File: src/rtl/swi_pkg.sv
package swi_pkg;

  // Default geometry of the coordinate format
  localparam int COORD_WIDTH_DEF = 32;
  localparam int FRAC_BITS_DEF   = 16;

  // Queue between classification and solve sections
  localparam int FIFO_DEPTH = 4;

  // Parallel tolerance: |det| below 1e-6 of the line scale
  localparam int TOL_DEN = 1000000;

  // Miss marker in whole coordinate units
  localparam int SENTINEL_UNITS = 100;

  // Configuration register indexes
  localparam int IDX_W = 2;
  typedef logic [IDX_W-1:0] reg_idx_t;
  localparam reg_idx_t REG_WALL_SX = 2'd0;
  localparam reg_idx_t REG_WALL_SY = 2'd1;
  localparam reg_idx_t REG_WALL_EX = 2'd2;
  localparam reg_idx_t REG_WALL_EY = 2'd3;

  // Result status codes
  typedef logic [1:0] status_t;
  localparam status_t ST_HIT      = 2'd0;
  localparam status_t ST_PARALLEL = 2'd1;
  localparam status_t ST_BEYOND   = 2'd2;

  // Miss marker, saturated to the largest coordinate
  function automatic logic [63:0] sentinel(input int cw, input int fb);
    logic [63:0] full_v;
    logic [63:0] maxc;
    full_v = 64'(SENTINEL_UNITS) << fb;
    maxc   = (64'd1 << (cw - 1)) - 64'd1;
    return (full_v > maxc) ? maxc : full_v;
  endfunction

  // Width of one record in the queue: par, nx, ny, det, tx, ty, len2
  function automatic int rec_width(input int w);
    return 1 + 2 * (3 * w + 4) + (2 * w + 3) + 2 * w + (2 * w + 3);
  endfunction

endpackage

File: src/rtl/swi_fifo.sv
module swi_fifo #(
  parameter int DATA_W = 8,
  parameter int DEPTH  = swi_pkg::FIFO_DEPTH
) (
  input  logic              clk,
  input  logic              rst_n,
  input  logic              push,
  input  logic [DATA_W-1:0] wdata,
  input  logic              pop,
  output logic [DATA_W-1:0] rdata,
  output logic              full,
  output logic              empty
);
  localparam int AW   = (DEPTH > 1) ? $clog2(DEPTH) : 1;
  localparam int CNTW = $clog2(DEPTH + 1);

  logic [DATA_W-1:0] mem_r [DEPTH];
  logic [AW-1:0]     wptr_r;
  logic [AW-1:0]     rptr_r;
  logic [CNTW-1:0]   cnt_r;

  // Store on transfer in
  always_ff @(posedge clk) begin
    if (push) begin
      mem_r[wptr_r] <= wdata;
    end
  end

  // Advance pointers and occupancy
  always_ff @(posedge clk) begin
    if (!rst_n) begin
      wptr_r <= '0;
      rptr_r <= '0;
      cnt_r  <= '0;
    end else begin
      if (push) begin
        wptr_r <= (wptr_r == AW'(DEPTH - 1)) ? '0 : wptr_r + AW'(1);
      end
      if (pop) begin
        rptr_r <= (rptr_r == AW'(DEPTH - 1)) ? '0 : rptr_r + AW'(1);
      end
      if (push && !pop) begin
        cnt_r <= cnt_r + CNTW'(1);
      end else if (pop && !push) begin
        cnt_r <= cnt_r - CNTW'(1);
      end
    end
  end

  assign rdata = mem_r[rptr_r];
  assign full  = (cnt_r == CNTW'(DEPTH));
  assign empty = (cnt_r == '0);
endmodule

File: config.mk
export PLATFORM = sky130hd
export DESIGN_NAME = swi_fifo
export DESIGN_NICKNAME = d
export VERILOG_FILES = /design/src/rtl/swi_pkg.sv /design/src/rtl/swi_fifo.sv
export SDC_FILE = /design/constraint.sdc
export NUM_CORES = 1
export LEC_CHECK = 0
export ABC_AREA = 1
export BUFFER_PORTS_ARGS = -buffer_cell sky130_fd_sc_hd__clkbuf_2
export CORE_ASPECT_RATIO = 1.4
export CORE_MARGIN = 4
export CORE_UTILIZATION = 40
export CTS_CLUSTER_SIZE = 12
export DETAILED_ROUTE_END_ITERATION = 10
export PLACE_DENSITY = 0.59
export RECOVER_POWER = 25
export SYNTH_ARGS = -nofsm -noshare
export SYNTH_HDL_FRONTEND = slang
export SYNTH_SLANG_ARGS = --single-unit
File: constraint.sdc
create_clock -name clk -period 1.57 [get_ports clk]
set_input_delay 0.2355 -clock clk [delete_from_list [all_inputs] [get_ports clk]]
set_output_delay 0.2355 -clock clk [all_outputs]
set_load 0.05 [all_outputs]
==> out/metrics.yaml <==
outcome: "complete, no violations"
rows: 27
irDropWorstVdd_mv: 0.775
fp.dieH_um: 84.0
io_pins: 22
async_flop_share: 0
post_dp_cell_area_sq_mm: 0.00186
antenna_found_initial: 0
maxUsedRoutingLayer: "met4"
cts_tree: "done"
drt_iter0_drc: 32
wl_met1_um: 1200
ys_ff_latch: 41
grt_pass1_vias: 1146
max_stage_delay_ps: 380
dr_wl_met3_um: 138
arrival_ps: 1270
synth-main-ff-cell: "edfxtp_1"
ff2ff_path_depth: 3
fin_cells: 209
slew_headroom: 0.740
drv_cap: 0
syn_area_per_cell_sq_um: 12.2
multi_input_area_sq_um: 478
synth_top_cells_by_count: "edfxtp_1 (32), nor2_1 (22), inv_1 (15), o21ai_0 (15), dfxtp_1 (9)"
critPathSlowestCell: "dfxtp_4"
fp.dieW_um: 62.3
required_ps: 1330
synth-seq-area-share: 0.691
finalInstanceArea_sq_mm: 0.00204
dp_hpwl_um: 2150
diodes: 0
port_buffers: 21
post-synth-top-area-fraction: 0.582
yosys.area.top_type: "edfxtp_1"
max_freq_mhz: 665
coreArea_sq_mm: 0.00395
wl_met2_um: 1690
via_count: 1070
p_per_area_mw_per_mm2: 1270
area_growth_pct: 23.7
drive_above_1_share: 0.259
synth_edf_count: 32
setup_viol: 0
synth_cells: 135
clockBufferDepth: 2
num-nets-final: 184
syn_area_sq_mm: 0.00165
cts.reportedPaths.clkPinSlew_ps: 70
endpoint: "rdata[1]"
power_mw: 2.60
tightest_slew_ps: 390
grt_overflow: 0
routed_via_density: 5.12
cts-hold-fix-buffers: 0
cts_htree_levels: 2
cts-root-buf: "clkbuf_8"
grt_use_total: 0.126
worstPathCellList: "buf_4, nor2_1, o22ai_2, buf_8"
cp_top_family: "flip-flops"
finClkSkew_ps: 4.35
fin_crit_sh: 0.958
hold_path.class: "input port to register"
grt_max_degree: 17
drt_pre_antenna_iters: 4
slew_viol_final: 0
synth_nets: 154
numCtsBuffers: 5
drc: 0
crit_type: "register to primary output"
critPathMaxFanout: 8
wire_per_inst_um: 14.8
cp-end-kind: "primary output"
worst-path-buf-inv: 2
synth.area.top_cells: "edfxtp_1 (58%), dfxtp_1 (11%), nor2_1 (5.0%)"
clk_latency_ps: 290
r2r_slack_ps: 280
gp_congestion: 0.764
yosys_warnings: 0
hold_viol: 0
yosysUniqueCellTypes: 19
p_leak_nw: 0.821
numClockSinks: 41
dp.cells: 200
drtAntennaViolNets: 0
seqCellArea_sq_mm: 0.00115
cp-start-kind: "register"
period_needed_ps: 1500
post-cts-setup-buffers: 0
die-area_sq_mm: 0.00524
rsz0062_at_grt: "true"
r2r-start: "wptr_r[0]"
hold_ws_ps: 170
start_util: 0.418
nFillCells: 345
r2r-end: "mem_r[3][5]"
cp.depth: 4
totalWireLength_um: 3090
synth.most_common_cell: "edfxtp_1"
grt_pass1_wl_um: 5140
==> area by class of cell <==
class / count / share of cell area
Multi-Input combinational cell: 76 / 0.234
Clock buffer: 7 / 0.0423
Inverter: 16 / 0.0318
Clock inverter: 1 / 0.0147
Tap cell: 43 / 0.0263
Timing Repair Buffer: 25 / 0.0900
Sequential cell: 41 / 0.561
==> flip-flops by register name, summed over array words and instances (netlist names), named ones only <==
register and count:
mem_r 32, cnt_r 3, rptr_r 2, wptr_r 2
==> kinds of logic after synthesis <==
kind of cell / Yosys count / share of synthesized area
AND/OR/NAND/NOR: 38 / 0.0947
flip-flops: 41 / 0.691
buffers and inverters: 18 / 0.0500
adder cells (fa/ha/maj): 7 / 0.0576
XOR/XNOR: 1 / 0.00530
AO/OA/AOI/OAI: 30 / 0.102
==> per-layer routing <==
| metal | global-route usage | vias to the layer above |
|---|---|---|
| met1 | 0.124 | 514 |
| met3 | 0.0310 | 5 |
| li1 | - | 531 |
| met4 | 0.0637 | 0 |
| met2 | 0.236 | 20 |
| met5 | 0 | - |
==> metrics by stage <==
| step | setup TNS, ps | util | setup slack, ps |
|---|---|---|---|
| after floorplan | -192 | - | -96.2 |
| after global placement | 0 | 0.471 | 145 |
| after detailed placement | 0 | 0.471 | 44.4 |
| after CTS | 0 | 0.515 | 1.67 |
| after global routing | -1.01 | 0.517 | -1.01 |
| final | 0 | 0.517 | 65.7 |
==> how the worst min path moves through the flow <==
stage / slack, ps / depth (start not counted) / endpoint / start
after floorplan: 330 / 0 / mem_r[0][0] / wdata[0]
after global placement: 450 / 1 / mem_r[0][1] / wdata[1]
after detailed placement: 460 / 1 / mem_r[3][3] / wdata[3]
after CTS: 150 / 1 / mem_r[3][3] / wdata[3]
after global routing: 170 / 1 / mem_r[0][0] / wdata[0]
final: 170 / 1 / mem_r[3][0] / wdata[0]
==> repair_timing <==
action,CTS,global route
cloned,1,0
gates resized for setup,17,17
endpoints found under the setup margin,8,8
==> worst reg2reg max path, cell delays in order, from the launching register on <==
cell and delay [ps]:
dfxtp_1 400, ha_1 200, nand2_1 60, inv_1 290
==> where the power goes <==
part	switching [mW]	leakage (nW)	internal, mW
sequential	0.0380	0.370	1.23
clock	0.332	0.0585	0.518
combinational	0.319	0.393	0.164
==> cell usage in the layout, fill, tap and decap left out, drive strengths merged <==
| cell type | instances |
|---|---|
| a21oi | 3 |
| buf | 10 |
| nand2 | 8 |
| xor2 | 1 |
| dfxtp | 9 |
| nor3 | 4 |
| o22ai | 8 |
| clkbuf | 22 |
| nor2 | 24 |
| o21ai | 19 |
| edfxtp | 32 |
| nand3 | 1 |
| inv | 16 |
| fa | 1 |
| ha | 6 |
| nand4 | 1 |
| bufinv | 1 |
(Power assumes the default switching activity.)
